### config.mk
export PLATFORM = sky130hd
export DESIGN_NAME = fpa_front
export DESIGN_NICKNAME = d
export VERILOG_FILES = /design/src/sv/fpa_pkg.sv /design/src/sv/fpa_front.sv
export SDC_FILE = /design/constraint.sdc
export NUM_CORES = 1
export LEC_CHECK = 0
export BUFFER_PORTS_ARGS = -buffer_cell sky130_fd_sc_hd__clkbuf_2
export CAP_MARGIN = 20
export CORE_ASPECT_RATIO = 1.25
export CORE_MARGIN = 3
export CORE_UTILIZATION = 25
export DETAILED_ROUTE_END_ITERATION = 6
export SYNTH_ARGS = -nofsm -noshare
export SYNTH_HDL_FRONTEND = slang
export SYNTH_SLANG_ARGS = --single-unit
### constraint.sdc
create_clock -name vclk -period 8.7
set_input_delay 1.74 -clock vclk [all_inputs]
set_output_delay 1.74 -clock vclk [all_outputs]
set_load 0.005 [all_outputs]
### src/sv/fpa_pkg.sv
// Shared types and constants of the fixed-point ALU.
// No dependencies.
package fpa_pkg;

  typedef enum logic [3:0] {
    OP_ADD     = 4'd0,
    OP_SUB     = 4'd1,
    OP_MUL     = 4'd2,
    OP_DIV     = 4'd3,
    OP_GT      = 4'd4,
    OP_LT      = 4'd5,
    OP_GE      = 4'd6,
    OP_LE      = 4'd7,
    OP_EQ      = 4'd8,
    OP_NE      = 4'd9,
    OP_MIN     = 4'd10,
    OP_MAX     = 4'd11,
    OP_INC     = 4'd12,
    OP_DEC     = 4'd13,
    OP_TOINT   = 4'd14,
    OP_FROMINT = 4'd15
  } op_e;

  // Work class: finished in the front, or needs the multiply or divide datapath.
  typedef enum logic [1:0] {
    CLS_SIMPLE,
    CLS_MUL,
    CLS_DIV
  } cls_e;

  typedef struct packed {
    cls_e cls;
    logic neg;   // sign of a product or quotient
    logic ovf;   // overflow already known (simple ops, divide by zero)
    logic cmp;   // comparison outcome
  } ctl_t;

  localparam int CtlBits    = $bits(ctl_t);
  localparam int QueueDepth = 4;

endpackage

### src/sv/fpa_front.sv
// Front end of the fixed-point ALU: decodes the opcode, finishes all
// simple operations and prepares magnitudes for multiply and divide.
// Depends on fpa_pkg.
module fpa_front #(
  parameter int WORD_BITS = 32,
  parameter int FRAC_BITS = 8
) (
  input  logic                        start,
  input  logic                        full_i,
  input  logic [3:0]                  func_i,
  input  logic signed [WORD_BITS-1:0] operand_a_i,
  input  logic signed [WORD_BITS-1:0] operand_b_i,
  output logic                        push_o,
  output fpa_pkg::ctl_t               ctl_o,
  output logic [WORD_BITS-1:0]        araw_o,
  output logic [WORD_BITS-1:0]        res_o,
  output logic [WORD_BITS-1:0]        amag_o,
  output logic [WORD_BITS-1:0]        bmag_o
);
  import fpa_pkg::*;

  localparam logic signed [WORD_BITS:0] One    = {{WORD_BITS{1'b0}}, 1'b1};
  localparam logic signed [WORD_BITS:0] MaxPos = {2'b00, {(WORD_BITS-1){1'b1}}};
  localparam logic signed [WORD_BITS:0] MaxNeg = -MaxPos;
  localparam logic [WORD_BITS-1:0] MaxRaw     = {1'b0, {(WORD_BITS-1){1'b1}}};
  localparam logic [WORD_BITS-1:0] FromIntMax = MaxRaw >> FRAC_BITS;
  localparam logic [WORD_BITS-1:0] HalfLsb    = {{(WORD_BITS-1){1'b0}}, 1'b1} << (FRAC_BITS-1);

  op_e                   op;
  logic [WORD_BITS-1:0]  a_u, b_u, amag, bmag, int_mag;
  logic signed [WORD_BITS:0] sa, sb, sum;
  logic                  ge, le, a_lt, a_gt;

  assign op   = op_e'(func_i);
  assign a_u  = operand_a_i;
  assign b_u  = operand_b_i;
  assign amag = a_u[WORD_BITS-1] ? (~a_u + 1'b1) : a_u;
  assign bmag = b_u[WORD_BITS-1] ? (~b_u + 1'b1) : b_u;
  assign sa   = {operand_a_i[WORD_BITS-1], operand_a_i};
  assign sb   = {operand_b_i[WORD_BITS-1], operand_b_i};
  assign a_lt = sa < sb;
  assign a_gt = sa > sb;
  assign ge   = (sa >= sb) || ((sa + One) == sb);
  assign le   = (sa <= sb) || ((sa - One) == sb);
  assign int_mag = (amag + HalfLsb) >> FRAC_BITS;

  assign push_o = start && !full_i;
  assign araw_o = a_u;
  assign amag_o = amag;
  assign bmag_o = bmag;

  always_comb begin
    ctl_o     = '0;
    ctl_o.cls = CLS_SIMPLE;
    ctl_o.neg = a_u[WORD_BITS-1] ^ b_u[WORD_BITS-1];
    res_o     = '0;
    sum       = sa + sb;
    unique case (op)
      OP_ADD, OP_SUB, OP_INC, OP_DEC: begin
        unique case (op)
          OP_ADD:  sum = sa + sb;
          OP_SUB:  sum = sa - sb;
          OP_INC:  sum = sa + One;
          default: sum = sa - One;
        endcase
        ctl_o.ovf = (sum > MaxPos) || (sum < MaxNeg);
        res_o     = sum[WORD_BITS-1:0];
      end
      OP_MUL: ctl_o.cls = CLS_MUL;
      OP_DIV: begin
        ctl_o.cls = CLS_DIV;
        ctl_o.ovf = (bmag == '0);
      end
      OP_GT:  ctl_o.cmp = a_gt;
      OP_LT:  ctl_o.cmp = a_lt;
      OP_GE:  ctl_o.cmp = ge;
      OP_LE:  ctl_o.cmp = le;
      OP_EQ:  ctl_o.cmp = ge && le;
      OP_NE:  ctl_o.cmp = !(ge && le);
      OP_MIN: res_o = a_lt ? a_u : b_u;
      OP_MAX: res_o = a_gt ? a_u : b_u;
      OP_TOINT: res_o = a_u[WORD_BITS-1] ? (~int_mag + 1'b1) : int_mag;
      OP_FROMINT: begin
        ctl_o.ovf = amag > FromIntMax;
        res_o     = a_u << FRAC_BITS;
      end
      default: res_o = '0;
    endcase
    // overflow returns operand a unchanged
    if (ctl_o.ovf && (ctl_o.cls == CLS_SIMPLE)) begin
      res_o = a_u;
    end
  end

endmodule

==> key figures, run 1 <==
Floorplan
  – Die width: ~200 µm
  – Initial core utilization: roughly 25%
  – Row count: 89
  – Die area: 51300 µm²
  – I/O pins: 204
  – Die Height: 253 µm
  – Core ar.: about 48000 µm²

Layout
  – Storage cell area: 0 µm²
  – Share of cells above drive strength 1: around a fifth
  – Num sequential: 0
  – Final Instance Count excl. Fillers: between 2000 and 3000
  – Fillers: approximately 5400
  – Post-layout util: 30.5%
  – Clock buf count: 0
  – Area Overhead vs Synth: 19.5%
  – Layout Nets: ~2200
  – Post-route cell area: between 10000 and 15000 µm²

STA
  – Fin crit share: about 100%
  – Final Max Slew Viols: 0
  – Slew HR: between 20% and 30%
  – Measured slew at the worst slew-check pin: ~1.1 ns
  – Fmax: roughly 0.12 GHz
  – Final Hold Viols: 0
  – Final setup vio count: 0
  – Worst Slack Setup Final: around 0.034 ns
  – Tmin final: about 8.7 ns

Place
  – Dpl cells: 2716
  – Global placer's final weighted congestion: 1.05
  – Post-Place Cell Area: 14400 µm²
  – Setup slack after placement: -0.130 ns
  – Port bufs: ~200
  – Post-DP HPWL: just under 60000 µm

Synthesis
  – Syn Std Cell Area: approximately 12000 µm²
  – Post-synthesis sequential area ratio: 0%
  – Synthesized Nets: slightly above 2000
  – Mapped Cells: ~1900
  – Synth area leaders: xnor2_1, ha_1, a21oi_1, o21ai_0, nor2_1
  – Synth top cells by count: xnor2_1, a21oi_1, nor2_1, nand2_1, clkbuf_1
  – Top cell type's share of synthesized area: 11.5%
  – Mean Syn Cell Area: around 6.4 µm²
  – Count leader, synth: xnor2_1
  – Syn. warnings: 0
  – Largest area contributor in the netlist: xnor2_1
  – Unique masters post-synth: 93

Hold path
  – Hold wc startpoint: full_i
  – Hold Path Class: in -> out

Setup path
  – Delay-heaviest family, CP: simple AND/OR/NAND/NOR gates
  – WP buf/inv: 7
  – Slowest-stage cell, CP: or4_1
  – Crit. Startpoint: operand_a_i[0]
  – CP cell instances: clkbuf_2, inv_1, ha_1, fa_1, nand3b_1, a2111oi_1, buf_4, o2111ai_1, nand3_1, xnor2_1, a221oi_1, a22oi_1, or4_1, nor4_4, buf_4, nand4_1, a21oi_4, buf_4, buf_12, mux2_2, clkbuf_2
  – CP Capture Type: primary output
  – Crit path largest cell delay: ~0.54 ns
  – Crit path kind: in -> out
  – Cell mode on critical path: buf_4
  – Worst EP required: 6.96 ns
  – Worst EP arrival: around 7 ns
  – Crit-path max FO: 20
  – Critical Path Start Type: input pin

Global routing
  – Vias in the first global route: between 15000 and 20000
  – First-pass GRT wire length: ~110000 µm
  – Largest net degree at the start of global routing: 47
  – Antenna violations before repair: 1
  – Total global-route track usage: a little over a quarter
  – Overflow after GRT: 0

Drt
  – Initial DRC Count: approximately 2200
  – WL final: around 73000 µm
  – Via count: roughly 17000
  – DRC Markers: 4
  – Antenna viol nets, final: 0
  – Drt pass-1 iters: 7
  – Via density: 6.19
  – Avg WL per Cell: roughly 27 µm

Pwr
  – VDD IR max: between 20 and 25 µV
  – Overall power: 1010 µW
  – Static Leak: around 0.0057 µW
  – Pwr/cell area: a little under 70 nW/µm²

Run status
  – Status: complete, but fails checks
  – Violated checks: DRC

Job
  – Max Cap Viol: 0

Clock tree
  – Hold Buf Count CTS: 0
-- logic make-up after synthesis --
| logic type | Yosys count | synth area share (%) |
|---|---|---|
| XOR/XNOR | 211 | 15.2 |
| multiplexers | 39 | 3.37 |
| AND/OR/NAND/NOR | 679 | 29.3 |
| adder cells (fa/ha/maj) | 72 | 7.54 |
| AO/OA/AOI/OAI | 607 | 34.0 |
| buffers and inverters | 297 | 10.5 |
-- area by class of cell --
| class | count | area, µm² | share of cell area, % |
|---|---|---|---|
| Antenna cell | 1 | 2.50 | 0.0172 |
| Timing Repair Buffer | 370 | 2350 | 16.2 |
| Tap cell | 637 | 797 | 5.49 |
| Inverter | 108 | 405 | 2.79 |
| Multi-Input combinational cell | 1608 | 11000 | 75.5 |
-- final timing paths --
| path | slack [ns] | endpoint | cells past startpoint |
|---|---|---|---|
| setup / recovery | 0.03 | res_o[18] | 21 |
| hold / removal | 3.69 | push_o | 3 |
-- cells in the final DEF, fill, tap and decap left out, types with 13 or more instances in the layout --
cell type / n
clkbuf_2: 204
xnor2_1: 159
buf_4: 159
a21oi_1: 152
nor2_1: 149
nand2_1: 147
o21ai_0: 117
inv_1: 105
ha_1: 70
nor3_1: 64
nand3_1: 54
xor2_1: 52
nand4_1: 43
nor4_1: 37
o31ai_1: 36
or3_1: 32
a31oi_1: 27
nand2b_1: 26
mux2i_1: 24
nor2b_1: 20
a211oi_1: 20
a21o_1: 19
o221ai_1: 18
or4_1: 15
a221oi_1: 15
o211ai_1: 15
mux2_2: 15
a222oi_1: 15
o22ai_1: 14
a32oi_1: 13
and2_1: 13
-- through the flow --
stage / hold slack (ns) / TNS [ns]
after detailed placement: 3.69 / -1.92
after global placement: 3.68 / -2.53
after global routing: 3.71 / -0.0187
after CTS: 3.69 / 0
final: 3.69 / 0
after floorplan: 3.51 / 0
-- routing by layer --
metal	vias up	global-route usage (%)	share of wire (%)
li1	7431	-	-
met1	8080	33.9	40
met2	1111	44.9	46
met3	242	1.78	7.3
met4	0	14.1	7.1
met5	-	0	0
-- what timing repair did --
item	CTS	global route
gates resized for setup	2	9
setup endpoints to repair	32	32
pin swaps	0	4
endpoints found under the hold margin	0	0
buffers inserted	0	7
-- power breakdown --
group / internal [µW] / switching [µW] / leakage, µW
Sequential: 0 / 0 / 0
Clock: 0.0000154 / 0 / 0.00000000634
Combinational: 365 / 645 / 0.00571
Total: 365 / 645 / 0.00571
-- worst min-delay path: stages --
cell	delay, ns
clkbuf_2	0.08
nor2b_1	0.03
clkbuf_2	0.10
No activity file was read; power rests on OpenSTA's default activity.
==> inputs of run 2 (changes only) <==
GPL_TIMING_DRIVEN = 0   (was not set)
==> key figures, run 2 (same netlist as run 1, synthesis figures left out) <==
Run status
  – Status: complete, but fails checks
  – Violated checks: DRC

Floorplan
  – Die width: 203 µm
  – Die area: roughly 51000 µm²
  – Row count: just under 90
  – Core ar.: roughly 48000 µm²
  – I/O pins: 204
  – Initial core utilization: about 25%
  – Die Height: 253 µm

Setup path
  – CP Capture Type: primary output
  – Worst EP required: just under 7 ns
  – Crit path kind: in -> out
  – Crit path largest cell delay: between 0.7 and 0.8 ns
  – CP cell instances: clkbuf_2, inv_1, clkbuf_1, ha_1, nand4_1, nor3_1, nand4_1, nand2_1, clkbuf_1, clkbuf_1, o21ai_0, a2111oi_0, a21oi_1, clkbuf_2
  – Delay-heaviest family, CP: buffers and inverters
  – Slowest-stage cell, CP: clkbuf_1
  – WP buf/inv: 6
  – Cell mode on critical path: clkbuf_1
  – WP depth: 14
  – Crit-path max FO: 10
  – Worst EP arrival: between 6 and 7 ns
  – Critical Path Start Type: input pin

Place
  – Port bufs: between 200 and 250
  – Post-DP HPWL: about 62000 µm
  – Global placer's final weighted congestion: between 1 and 1.5

Layout
  – Area of the multi-input gates: 11300 µm²
  – Area Overhead vs Synth: 19.8%
  – Storage cell area: 0 µm²
  – Fillers: between 5000 and 6000
  – Num sequential: 0
  – Layout Nets: ~2300
  – Clock buf count: 0
  – Most frequent cells in the layout: clkbuf_2, xnor2_1, a21oi_1, nor2_1, nand2_1
  – Share of cells above drive strength 1: 19.0%
  – Commonest non-fill, non-tap cell in the layout: clkbuf_2

Global routing
  – Vias in the first global route: ~16000
  – Total global-route track usage: ~27%
  – Overflow after GRT: 0
  – Antenna violations before repair: 2
  – First-pass GRT wire length: 105000 µm
  – Largest net degree at the start of global routing: 14

Drt
  – Via count: ~17000
  – Avg WL per Cell: approximately 27 µm
  – Drt pass-1 iters: 7
  – WL final: 74100 µm
  – Via density: about 6.1
  – Antenna viol nets, final: 0
  – DRC Markers: 6
  – Initial DRC Count: 2177

STA
  – Measured slew at the worst slew-check pin: 1.28 ns
  – Final setup vio count: 0
  – Setup TNS: 0 ns
  – Fmax: 0.116 GHz
  – Tmin final: between 8 and 9 ns
  – Final Hold Viols: 0
  – Hold_ws: between 3 and 4 ns
  – Slew HR: a little over an eighth
  – Fin crit share: between 90% and 100%
  – Final Max Slew Viols: 0

Job
  – Max Cap Viol: 0

Hold path
  – Worst Hold Depth: 3
  – Hold Path Class: in -> out

Clock tree
  – Hold Buf Count CTS: 0
-- run 2: changes by cell type in the layout (fill, tap and decap cells not counted), moves of 8 or more --
cell	delta
buf_1	+13
buf_2	+14
buf_4	-103
clkbuf_1	+93
clkbuf_2	+9
clkbuf_4	+8
nor4_1	-8
-- run 2: final timing paths --
kind                         from         to  slack, ns
setup / recovery  operand_b_i[31]  res_o[24]        0.1
hold / removal             full_i     push_o       3.69
-- run 2: cell type report --
| cell class | instances | area share, % |
|---|---|---|
| Multi-Input combinational cell | 1608 | 77.6 |
| Timing Repair Buffer | 224 | 8.04 |
| Buffer | 177 | 6.10 |
| Tap cell | 637 | 5.47 |
| Inverter | 108 | 2.81 |
| Antenna cell | 1 | 0.0172 |
-- run 2: routing by layer --
layer / global-route usage [%] / vias to the layer above / part of all wire, %
met2: 46.9 / 1037 / 47
met3: 1.82 / 242 / 7.2
li1: - / 7512 / -
met4: 13.7 / 2 / 6.8
met1: 33.4 / 7979 / 39
met5: 0 / - / 0.0094
-- run 2: through the flow --
step,utilization [%],worst slack [ns],area (µm²),std cells
2_1_floorplan,-,0.552,12200,1905
3_3_place_gp,29.3,-1.84,14000,2746
3_5_place_dp,29.4,-1.96,14000,2750
4_1_cts,30.1,0.000776,14300,2753
5_1_grt,30.5,-0.0365,14600,2754
6_report,30.5,0.0963,14600,2755
-- run 2: what timing repair did --
action | in CTS | in global routing
buffers inserted | 9 | 7
endpoints found under the setup margin | 34 | 33
gates cloned | 0 | 0
pin swaps | 6 | 13
resized for setup | 66 | 58
-- run 2: tightest hold or removal path, cell delays in order --
cell and delay, ns:
clkbuf_2 0.08, nor2b_1 0.03, clkbuf_2 0.10
