File: config.mk
export PLATFORM = sky130hd
export DESIGN_NAME = fpa_queue
export DESIGN_NICKNAME = d
export VERILOG_FILES = /design/src/sv/fpa_pkg.sv /design/src/sv/fpa_queue.sv
export SDC_FILE = /design/constraint.sdc
export NUM_CORES = 1
export LEC_CHECK = 0
export ABC_CLOCK_PERIOD_IN_PS = 4000
export BUFFER_PORTS_ARGS = -buffer_cell sky130_fd_sc_hd__buf_2
export CAP_MARGIN = 20
export CELL_PAD_IN_SITES_DETAIL_PLACEMENT = 1
export CELL_PAD_IN_SITES_GLOBAL_PLACEMENT = 1
export CORE_AREA = 2 2 69 65
export CTS_CLUSTER_SIZE = 30
export DETAILED_ROUTE_END_ITERATION = 8
export DIE_AREA = 0 0 71 67
export PLACE_DENSITY = 0.63
export SLEW_MARGIN = 20
export SYNTH_ARGS = -nofsm -noshare
export SYNTH_HDL_FRONTEND = slang
export SYNTH_SLANG_ARGS = --single-unit
File: constraint.sdc
create_clock -name clk_i -period 4 [get_ports clk_i]
set_clock_uncertainty 0.1 [all_clocks]
set_input_delay 0.8 -clock clk_i [delete_from_list [all_inputs] [get_ports clk_i]]
set_output_delay 0.8 -clock clk_i [all_outputs]
set_load 0.05 [all_outputs]
File: src/sv/fpa_pkg.sv
// Shared types and constants of the fixed-point ALU.
// No dependencies.
package fpa_pkg;

  typedef enum logic [3:0] {
    OP_ADD     = 4'd0,
    OP_SUB     = 4'd1,
    OP_MUL     = 4'd2,
    OP_DIV     = 4'd3,
    OP_GT      = 4'd4,
    OP_LT      = 4'd5,
    OP_GE      = 4'd6,
    OP_LE      = 4'd7,
    OP_EQ      = 4'd8,
    OP_NE      = 4'd9,
    OP_MIN     = 4'd10,
    OP_MAX     = 4'd11,
    OP_INC     = 4'd12,
    OP_DEC     = 4'd13,
    OP_TOINT   = 4'd14,
    OP_FROMINT = 4'd15
  } op_e;

  // Work class: finished in the front, or needs the multiply or divide datapath.
  typedef enum logic [1:0] {
    CLS_SIMPLE,
    CLS_MUL,
    CLS_DIV
  } cls_e;

  typedef struct packed {
    cls_e cls;
    logic neg;   // sign of a product or quotient
    logic ovf;   // overflow already known (simple ops, divide by zero)
    logic cmp;   // comparison outcome
  } ctl_t;

  localparam int CtlBits    = $bits(ctl_t);
  localparam int QueueDepth = 4;

endpackage

File: src/sv/fpa_queue.sv
// Short queue between the ALU front end and the multiply/divide back end.
// Depends on fpa_pkg.
module fpa_queue #(
  parameter int DATA_W = 8
) (
  input  logic              clk_i,
  input  logic              rst_ni,
  input  logic              push_i,
  input  logic [DATA_W-1:0] data_i,
  input  logic              pop_i,
  output logic              full_o,
  output logic              valid_o,
  output logic [DATA_W-1:0] data_o
);
  import fpa_pkg::*;

  localparam int AW = $clog2(QueueDepth);

  logic [DATA_W-1:0] slot_q [QueueDepth];
  logic [AW-1:0]     wr_ptr_q, rd_ptr_q;
  logic [AW:0]       cnt_q, cnt_d;
  logic              do_pop;

  assign full_o  = (cnt_q == (AW+1)'(QueueDepth));
  assign valid_o = (cnt_q != '0);
  assign data_o  = slot_q[rd_ptr_q];
  assign do_pop  = pop_i && valid_o;

  always_comb begin
    cnt_d = cnt_q;
    if (push_i && !do_pop) cnt_d = cnt_q + 1'b1;
    if (!push_i && do_pop) cnt_d = cnt_q - 1'b1;
  end

  always_ff @(posedge clk_i or negedge rst_ni) begin
    if (!rst_ni) begin
      wr_ptr_q <= '0;
      rd_ptr_q <= '0;
      cnt_q    <= '0;
    end else begin
      cnt_q <= cnt_d;
      if (push_i) wr_ptr_q <= wr_ptr_q + 1'b1;
      if (do_pop) rd_ptr_q <= rd_ptr_q + 1'b1;
    end
  end

  always_ff @(posedge clk_i) begin
    if (push_i) slot_q[wr_ptr_q] <= data_i;
  end

endmodule

==> flow_summary.json, run 1 <==
{
  "pwr-share-seq": 0.445,
  "fin_util": 0.4489,
  "crit_arrival_ps": 1820,
  "synth_top_family_by_area": "multiplexers",
  "drc_errors": 0,
  "power.leakage_uw": 0.0006786,
  "synth-seq-cells": 39,
  "status": "complete, no violations",
  "clock_sinks": 39,
  "clkLatencyLatePin_ps": 280,
  "power_density_nw_per_um2": 792.7,
  "ios": 22,
  "grt_pass1_wl_mm": 4.278,
  "holdWs_ps": 245.5,
  "hp-class": "input pin to async pin",
  "dp.final_hpwl_mm": 1.756,
  "netSwitchingPower_uw": 566.7,
  "synthAdderAreaFrac": 0.05288,
  "via_per_inst": 4.871,
  "worstPathRequired_ps": 3100,
  "row_count": 22,
  "synthMuxAreaShare": 0.1154,
  "crit_path_end_kind": "primary output",
  "avgSynthCellArea_sq_um": 19.52,
  "synth-simple-area-share": 0.03365,
  "synth_nets": 98,
  "synth_area_leaders": "edfxtp_1 62%, mux4_2 12%, dfrtp_1 11%",
  "p_sw_frac": 0.3990,
  "coreArea_sq_um": 3991,
  "final_area_sq_um": 1792,
  "synth_cell_type_count": 17,
  "drive_gt1_frac": 0.3271,
  "crit_path_start_kind": "flip-flop",
  "place_area_sq_um": 1710,
  "antenna_found_initial": 0,
  "grt_util_all_layers": 0.1257,
  "ys_seq_area_frac": 0.7276,
  "die_x_um": 71,
  "holdBufCountCts": 0,
  "clk_path_buf_depth": 2,
  "synth_xor_area_frac": 0.03365,
  "die_h_um": 67,
  "vdd_drop_max_uv": 236.6,
  "p_comb_frac": 0.382,
  "first_iter_violations": 27,
  "crit_fanout": 10,
  "crit_type": "flip-flop to primary output",
  "max_freq_mhz": 367.9,
  "yosys.area.top_type": "edfxtp_1",
  "period_needed_ps": 2718,
  "htreeDepth": 2,
  "cts_root_buffer": "clkbuf_8",
  "start_util": 0.3912,
  "antennaDiodeCount": 0,
  "fin_crit_sh": 0.6796,
  "rsz0062_at_grt": "false",
  "finalSetupTns_ps": 0,
  "vias": 755,
  "p_int_uw": 853.5,
  "layout.nets": 124,
  "gp_congestion": 0.6568,
  "drt_wl_total_mm": 2.469,
  "grt_pass1_vias": 892,
  "yosysWarnings": 0,
  "cap_violations": 0,
  "cts_made_buffers": 5,
  "syn_area_sq_um": 1561,
  "finalMaxSlewViolations": 0,
  "post-cts-setup-buffers": 0,
  "clk_pin_slew_ps": 70,
  "wl_per_cell_um": 15.93,
  "slew_headroom": 0.6018,
  "drtAntennaViolNets": 0,
  "synth_top_cell_area_share": 0.6154,
  "grt_remaining_overflow": 0,
  "drtPass1Iterations": 3,
  "synthToLayoutAreaGrowth_pct": 14.74,
  "dieArea_sq_um": 4757,
  "hold_viol": 0,
  "io_buffers": 21,
  "clkPwrFrac": 0.173,
  "cts_tree": "yes",
  "cts.repair.resized": 0,
  "syn_inst": 80,
  "synth-compound-area-share": 0.01202,
  "finalSetupViolations": 0,
  "tightest_slew_ps": 597.3,
  "grt_max_degree": 12
}
## layer usage
layer | track usage | vias up | wire length, um
met2 | 0.2009 | 15 | 1255
li1 | - | 349 | -
met5 | 0 | - | 0
met3 | 0.05144 | 2 | 96
met4 | 0.04245 | 0 | 8
met1 | 0.1556 | 389 | 1108
## flip-flops by register name, indices dropped and copies added, names as in the netlist
signal	flops
cnt_q	3
rd_ptr_q	2
slot_q	32
wr_ptr_q	2
## power groups by stage
stage | clock network, uW | registers [uW] | logic, uW
3_5_place_dp | 0 | 645 | 553
4_1_cts | 257 | 637 | 554
5_1_grt | 279 | 650 | 588
3_3_place_gp | 0 | 639 | 538
6_report | 246 | 631 | 543
2_1_floorplan | 0 | 584 | 494
## worst max-delay path, stage by stage, from the launching register on
cell	delay, ps
dfrtp_1	730
mux4_2	580
buf_2	230
## per-stage QoR
stage / setup WS (ps) / total power (uW) / instances
global route: 1163 / 1517 / 155
detailed placement: 1549 / 1198 / 147
global placement: 1562 / 1178 / 147
finish: 1282 / 1420 / 155
CTS: 1231 / 1447 / 155
floorplan: 1881 / 1078 / 80
## cells in the final DEF, fill, tap and decap left out, types with 2 or more instances in the layout
master / netlist / layout
xor2_1: 4 / 4
xnor2_1: 2 / 2
and2_1: 4 / 4
o21ai_0: 2 / 2
edfxtp_1: 32 / 32
mux4_2: 8 / 8
dfrtp_1: 7 / 7
clkbuf_8: 0 / 5
inv_1: 6 / 6
buf_2: 0 / 21
clkbuf_1: 0 / 2
ha_1: 5 / 5
nand2_1: 3 / 3
## kinds of logic after synthesis
kind of cell	count (synthesis)
muxes	8
AOI/OAI and AO/OA	3
buffers and inverters	8
xor gates and xnor gates	6
adders and majority gates	6
and+or+nand+nor	10
DFF	39
## cells in the mapped netlist
master    instances
nand2_1           3
and3_1            1
or3_1             1
and2_1            4
fa_1              1
ha_1              5
xor2_1            4
clkbuf_2          1
dfrtp_1           7
o21ai_0           2
buf_6             1
inv_1             6
o31a_1            1
mux4_2            8
xnor2_1           2
edfxtp_1         32
nor2_1            1
## area by class of cell
cell class	count	area [sq um]
repair buffers	21	105.1
clock buffers	7	76.32
well taps	48	60.06
fillers	402	2200
clock inverters	1	5.005
inverters	6	22.52
multi-input cells	33	386.6
flip-flops and latches	39	1136
## path summary, 6_finish.rpt
kind	startpoint	end	slack, ps	cells after the start
min in group clk_i	cnt_q[2]$_DFFE_PN0P_	cnt_q[2]$_DFFE_PN0P_	420	1
setup reg to reg	cnt_q[0]$_DFFE_PN0P_	cnt_q[2]$_DFFE_PN0P_	2160	7
setup / recovery	rd_ptr_q[0]$_DFFE_PN0P_	data_o[0]	1280	2
hold / removal	rst_ni	wr_ptr_q[1]$_DFFE_PN0P_	250	1
max in group asynchronous	rst_ni	cnt_q[2]$_DFFE_PN0P_	3380	1
hold reg to reg	cnt_q[2]$_DFFE_PN0P_	cnt_q[2]$_DFFE_PN0P_	420	1
(Power assumes the default switching activity.)
==> inputs of run 2 (changes only) <==
- ABC_AREA: unset -> 1
- ABC_CLOCK_PERIOD_IN_PS: 4000 -> 2680
- CORE_AREA: 2 2 69 65 -> 2 2 73 68
- DIE_AREA: 0 0 71 67 -> 0 0 75 70
- PLACE_DENSITY: 0.63 -> 0.66
- clock period: 4 -> 2.68 ns (I/O delays scaled with it)
==> flow_summary.json, run 2 <==
{
  "rsz0062_at_grt": "false",
  "slowest_stage": "dfrtp_1",
  "synth_top_cell_area_share": 0.5573,
  "synthMuxAreaShare": 0,
  "grt_util_all_layers": 0.1396,
  "finalSetupTns_ps": 0,
  "grt_pass1_vias": 1118,
  "coreArea_sq_um": 4594,
  "grt_remaining_overflow": 0,
  "synthAdderAreaFrac": 0.04790,
  "regMostFlops": "slot_q",
  "synth_edf_count": 32,
  "io_buffers": 21,
  "crit_path_end_kind": "primary output",
  "ys_seq_area_frac": 0.6589,
  "drive_gt1_frac": 0.1714,
  "die_h_um": 70,
  "cts_made_buffers": 5,
  "ios": 22,
  "hold_viol": 0,
  "cts_root_buffer": "clkbuf_8",
  "synth-simple-area-share": 0.1096,
  "via_per_inst": 4.438,
  "largest_reg_flops": 32,
  "r2r_cells": 11,
  "cap_violations": 0,
  "cp_slowest_stage_delay_ps": 600,
  "netlist_top_cells_count": "42 x nand2_1, 32 x edfxtp_1, 30 x inv_1, 16 x o211ai_1, 7 x dfrtp_1",
  "yosys_most_used_dff": "edfxtp_1",
  "clk_pin_slew_ps": 80,
  "clk_path_buf_depth": 2,
  "worstPathRequired_ps": 2040,
  "avgSynthCellArea_sq_um": 11.49,
  "multiInputGateArea_sq_um": 419.2,
  "n_fill_cell": 515,
  "vdd_drop_max_uv": 394.0,
  "reg2reg_from": "cnt_q[0]$_DFFE_PN0P_",
  "fin_crit_sh": 0.9082,
  "crit_arrival_ps": 1800,
  "synth_cell_type_count": 19,
  "first_iter_violations": 59,
  "slew_headroom": 0.6546,
  "mostFrequentLayoutCells": "42 x nand2_1, 32 x edfxtp_1, 30 x inv_1",
  "row_count": 24,
  "layout.cells.non_filler": 240,
  "period_needed_ps": 2434,
  "finalPower_uw": 2277,
  "yosysMostFrequentCell": "nand2_1",
  "synth_area_leaders": "edfxtp_1 56%, dfrtp_1 10%, nand2_1 9.1%",
  "cts.repair.resized": 0,
  "synthToLayoutAreaGrowth_pct": 13.43,
  "wl_per_cell_um": 12.80,
  "fin_ws_ps": 246.0,
  "die_x_um": 75,
  "synth-seq-cells": 39,
  "max_freq_mhz": 410.9,
  "htreeDepth": 2,
  "cts_tree": "yes",
  "hp-class": "input pin to flip-flop",
  "crit_type": "flip-flop to primary output",
  "vias": 1065,
  "clock_sinks": 39,
  "drt_wl_total_mm": 3.072,
  "gp_congestion": 0.7685,
  "place_worst_setup_slack_ps": 544.9,
  "yosys.area.top_type": "edfxtp_1",
  "finalMaxSlewViolations": 0,
  "yosysWarnings": 0,
  "antennaDiodeCount": 0,
  "hold_path_depth": 1,
  "synth-compound-area-share": 0.07547,
  "synth_nets": 168,
  "crit_fanout": 11,
  "grt_max_degree": 35,
  "dp.cells": 231,
  "drc_errors": 0,
  "power.leakage_uw": 0.0008866,
  "seq_area_sq_um": 1136,
  "status": "complete, no violations",
  "syn_area_sq_um": 1724,
  "top_regs": "slot_q (32), cnt_q (3)",
  "hold_start": "data_i[6]",
  "layout.nets": 192,
  "synth_top_family_by_area": "simple AND/OR/NAND/NOR gates",
  "grt_pass1_wl_mm": 5.368,
  "power_density_nw_per_um2": 1164,
  "tightest_slew_ps": 517.4,
  "post-cts-setup-buffers": 0,
  "hold-path-endpoint": "slot_q[1][6]$_DFFE_PP_",
  "finalSetupViolations": 0,
  "drtAntennaViolNets": 0,
  "dp.final_hpwl_mm": 2.132,
  "start_util": 0.3753,
  "r2r-end": "cnt_q[2]$_DFFE_PN0P_",
  "clkLatencyLatePin_ps": 280,
  "path_cells": "clkinv_1 > o211ai_1 > nand2_1 > buf_2",
  "syn_inst": 150,
  "drtPass1Iterations": 4,
  "final_common_cell": "nand2_1",
  "dieArea_sq_um": 5250,
  "synth_xor_area_frac": 0.01016,
  "crit_path_start_kind": "flip-flop",
  "async_flop_share": 0.1795,
  "reg2reg_slack_ps": 770,
  "antenna_found_initial": 0
}
-- run 2: cell count changes in the layout (fill, tap and decap cells not counted), sizes merged, moves of 2 or more --
cell | before | now
nand3 | 0 | 4
inv | 6 | 31
nand2 | 3 | 42
and2 | 4 | 0
clkbuf | 7 | 5
xor2 | 4 | 1
mux4 | 8 | 0
clkinv | 1 | 4
o211ai | 0 | 16
-- run 2: critical path, delay by kind of cell, from the launching register on --
kind	cells	cell delay [ps]
and+or+nand+nor	1	80
DFF	1	600
AOI/OAI and AO/OA	1	210
buffers and inverters	2	610
-- run 2: logic make-up (layout without fill, tap and decap cells) --
logic type      Yosys count  after routing
fa+ha+maj                 6              6
buf+inv                  37             62
simple gates             48             48
flops                    39             39
xor+xnor                  2              2
compound gates           18             18
-- run 2: worst max path at each step --
stage,startpoint,to,slack [ps],depth (start not counted)
final,rd_ptr_q[1]$_DFFE_PN0P_,data_o[4],250,4
after global routing,rd_ptr_q[1]$_DFFE_PN0P_,data_o[4],100,4
after CTS,rd_ptr_q[1]$_DFFE_PN0P_,data_o[0],220,4
after detailed placement,rd_ptr_q[1]$_DFFE_PN0P_,data_o[0],540,4
after global placement,rd_ptr_q[1]$_DFFE_PN0P_,data_o[4],600,4
after floorplan,cnt_q[0]$_DFFE_PN0P_,cnt_q[1]$_DFFE_PN0P_,480,8
-- run 2: final cells by class --
class                           instances  area share
Inverter                               32     0.06142
Tap cell                               65     0.04159
Timing Repair Buffer                   22     0.05886
Clock buffer                            5     0.03519
Clock inverter                          3    0.007678
Sequential cell                        39      0.5809
Multi-Input combinational cell         74      0.2143
-- run 2: what timing repair did --
item	4_1_cts	5_1_grt
hold buffers	1	0
endpoints found under the setup margin	0	0
endpoints found under the hold margin	7	0
-- run 2: per-stage QoR --
stage / hold WS [ps] / util / instance area [sq um]
4_1_cts: 354.7 / 0.4257 / 1956
3_5_place_dp: 289.0 / 0.4052 / 1862
3_3_place_gp: 282.7 / 0.4052 / 1862
5_1_grt: 359.2 / 0.4257 / 1956
6_report: 363.8 / 0.4257 / 1956
2_1_floorplan: 140.4 / - / 1724
-- run 2: power breakdown --
part | switching (uW) | internal (uW)
sequential | 86.6 | 812
combinational | 755 | 246
clock | 199 | 178
-- run 2: per-layer routing --
metal	vias to the layer above	GRT usage	part of all wire	routed length (um)
met2	14	0.2086	0.47	1447
met3	5	0.04762	0.041	127
met5	-	0	0	0
met4	0	0.06548	0.019	58
met1	502	0.1802	0.47	1438
li1	544	-	-	-
==> inputs of run 3 (changes only) <==
- CORE_AREA: 2 2 73 68 -> 2 2 62 79
- DIE_AREA: 0 0 75 70 -> 0 0 64 81
- PLACE_DENSITY: 0.66 -> 0.67
==> flow_summary.json, run 3 (synthesis results as in run 2) <==
{
  "grt_remaining_overflow": 0,
  "via_per_inst": 4.613,
  "final_area_sq_um": 1973,
  "top_regs": "slot_q (32), cnt_q (3)",
  "fin_util": 0.4366,
  "slew_headroom": 0.6603,
  "holdBufCountCts": 1,
  "clkLatencyLatePin_ps": 290,
  "drtPass1Iterations": 4,
  "clk_pin_slew_ps": 80,
  "post-cts-setup-buffers": 0,
  "grt_pass1_wl_mm": 5.547,
  "crit_type": "flip-flop to primary output",
  "vdd_drop_max_uv": 452.1,
  "coreArea_sq_um": 4519,
  "vias": 1084,
  "finalSetupTns_ps": 0,
  "tightest_slew_ps": 508.8,
  "cts_tree": "yes",
  "die_x_um": 64,
  "cts.repair.resized": 0,
  "layout.cells.non_filler": 235,
  "drt_wl_total_mm": 3.199,
  "first_iter_violations": 49,
  "mostFrequentLayoutCells": "42 x nand2_1, 32 x edfxtp_1, 30 x inv_1",
  "power.leakage_uw": 0.0008945,
  "grt_max_degree": 35,
  "finalSetupViolations": 0,
  "antenna_found_initial": 0,
  "crit_arrival_ps": 1710,
  "grt_util_all_layers": 0.1444,
  "period_needed_ps": 2349,
  "row_count": 28,
  "dp.cells": 226,
  "hold_viol": 0,
  "crit_fanout": 11,
  "largest_reg_flops": 32,
  "grt_pass1_vias": 1212,
  "worstPathRequired_ps": 2040,
  "synthToLayoutAreaGrowth_pct": 14.44,
  "cts_root_buffer": "clkbuf_8",
  "gp_congestion": 0.7249,
  "drtAntennaViolNets": 0,
  "place_area_sq_um": 1856,
  "finalMaxSlewViolations": 0,
  "crit_path_end_kind": "primary output",
  "clock_sinks": 39,
  "dieArea_sq_um": 5184,
  "hp-class": "input pin to flip-flop",
  "finalPower_uw": 2376,
  "status": "complete, no violations",
  "layout.nets": 192,
  "wl_per_cell_um": 13.61,
  "start_util": 0.3815,
  "power_density_nw_per_um2": 1204,
  "io_buffers": 21,
  "fin_crit_sh": 0.8766,
  "clk_path_buf_depth": 2,
  "reg2reg_slack_ps": 760,
  "cap_violations": 0,
  "rsz0062_at_grt": "false",
  "die_h_um": 81,
  "drc_errors": 0,
  "cts_made_buffers": 5,
  "dp.final_hpwl_mm": 2.294,
  "ios": 22,
  "crit_path_start_kind": "flip-flop",
  "htreeDepth": 2,
  "final_common_cell": "nand2_1",
  "regMostFlops": "slot_q",
  "antennaDiodeCount": 0,
  "drive_gt1_frac": 0.1657,
  "max_freq_mhz": 425.7
}
[run 3: path summary, 6_finish.rpt]
kind / cells after the start / startpoint / end
min in group asynchronous: 2 / rst_ni / cnt_q[2]$_DFFE_PN0P_
max in group asynchronous: 2 / rst_ni / rd_ptr_q[0]$_DFFE_PN0P_
max reg2reg: 11 / cnt_q[0]$_DFFE_PN0P_ / cnt_q[2]$_DFFE_PN0P_
min: 1 / data_i[5] / slot_q[3][5]$_DFFE_PP_
min reg2reg: 2 / cnt_q[2]$_DFFE_PN0P_ / cnt_q[2]$_DFFE_PN0P_
max: 4 / rd_ptr_q[1]$_DFFE_PN0P_ / data_o[4]
[run 3: critical path, stage by stage (launching register included)]
cell      delay [ps]
dfrtp_1          560
clkinv_1         360
o211ai_1         210
nand2_1           80
buf_2            210
[run 3: stage by stage]
| stage | setup WS, ps | hold slack [ps] |
|---|---|---|
| finish | 330.7 | 361.7 |
| global route | 117.0 | 357.4 |
| CTS | 236.9 | 347.8 |
| detailed placement | 564.7 | 288.1 |
| global placement | 622.2 | 283.8 |
| floorplan | 481.8 | 140.4 |
[run 3: where the power goes]
group,switching (uW),leakage [uW],total [uW],internal [uW]
registers,81.8,0.000378,894,812
logic,760,0.000461,1010,248
clock network,202,0.0000556,474,272
[run 3: layout make-up]
cell class | count | area, sq um
sequential | 39 | 1136
inverter | 32 | 120.1
timing repair buffer | 22 | 115.1
clock buffer | 5 | 68.82
tap | 60 | 75.07
clock inverter | 3 | 38.79
fill | 512 | 2546
multi-input combinational | 74 | 419.2
[run 3: layer usage]
layer	GRT usage	share of wire
met1	0.1591	0.41
met2	0.2635	0.54
met3	0.03740	0.025
met4	0.05870	0.018
met5	0	0
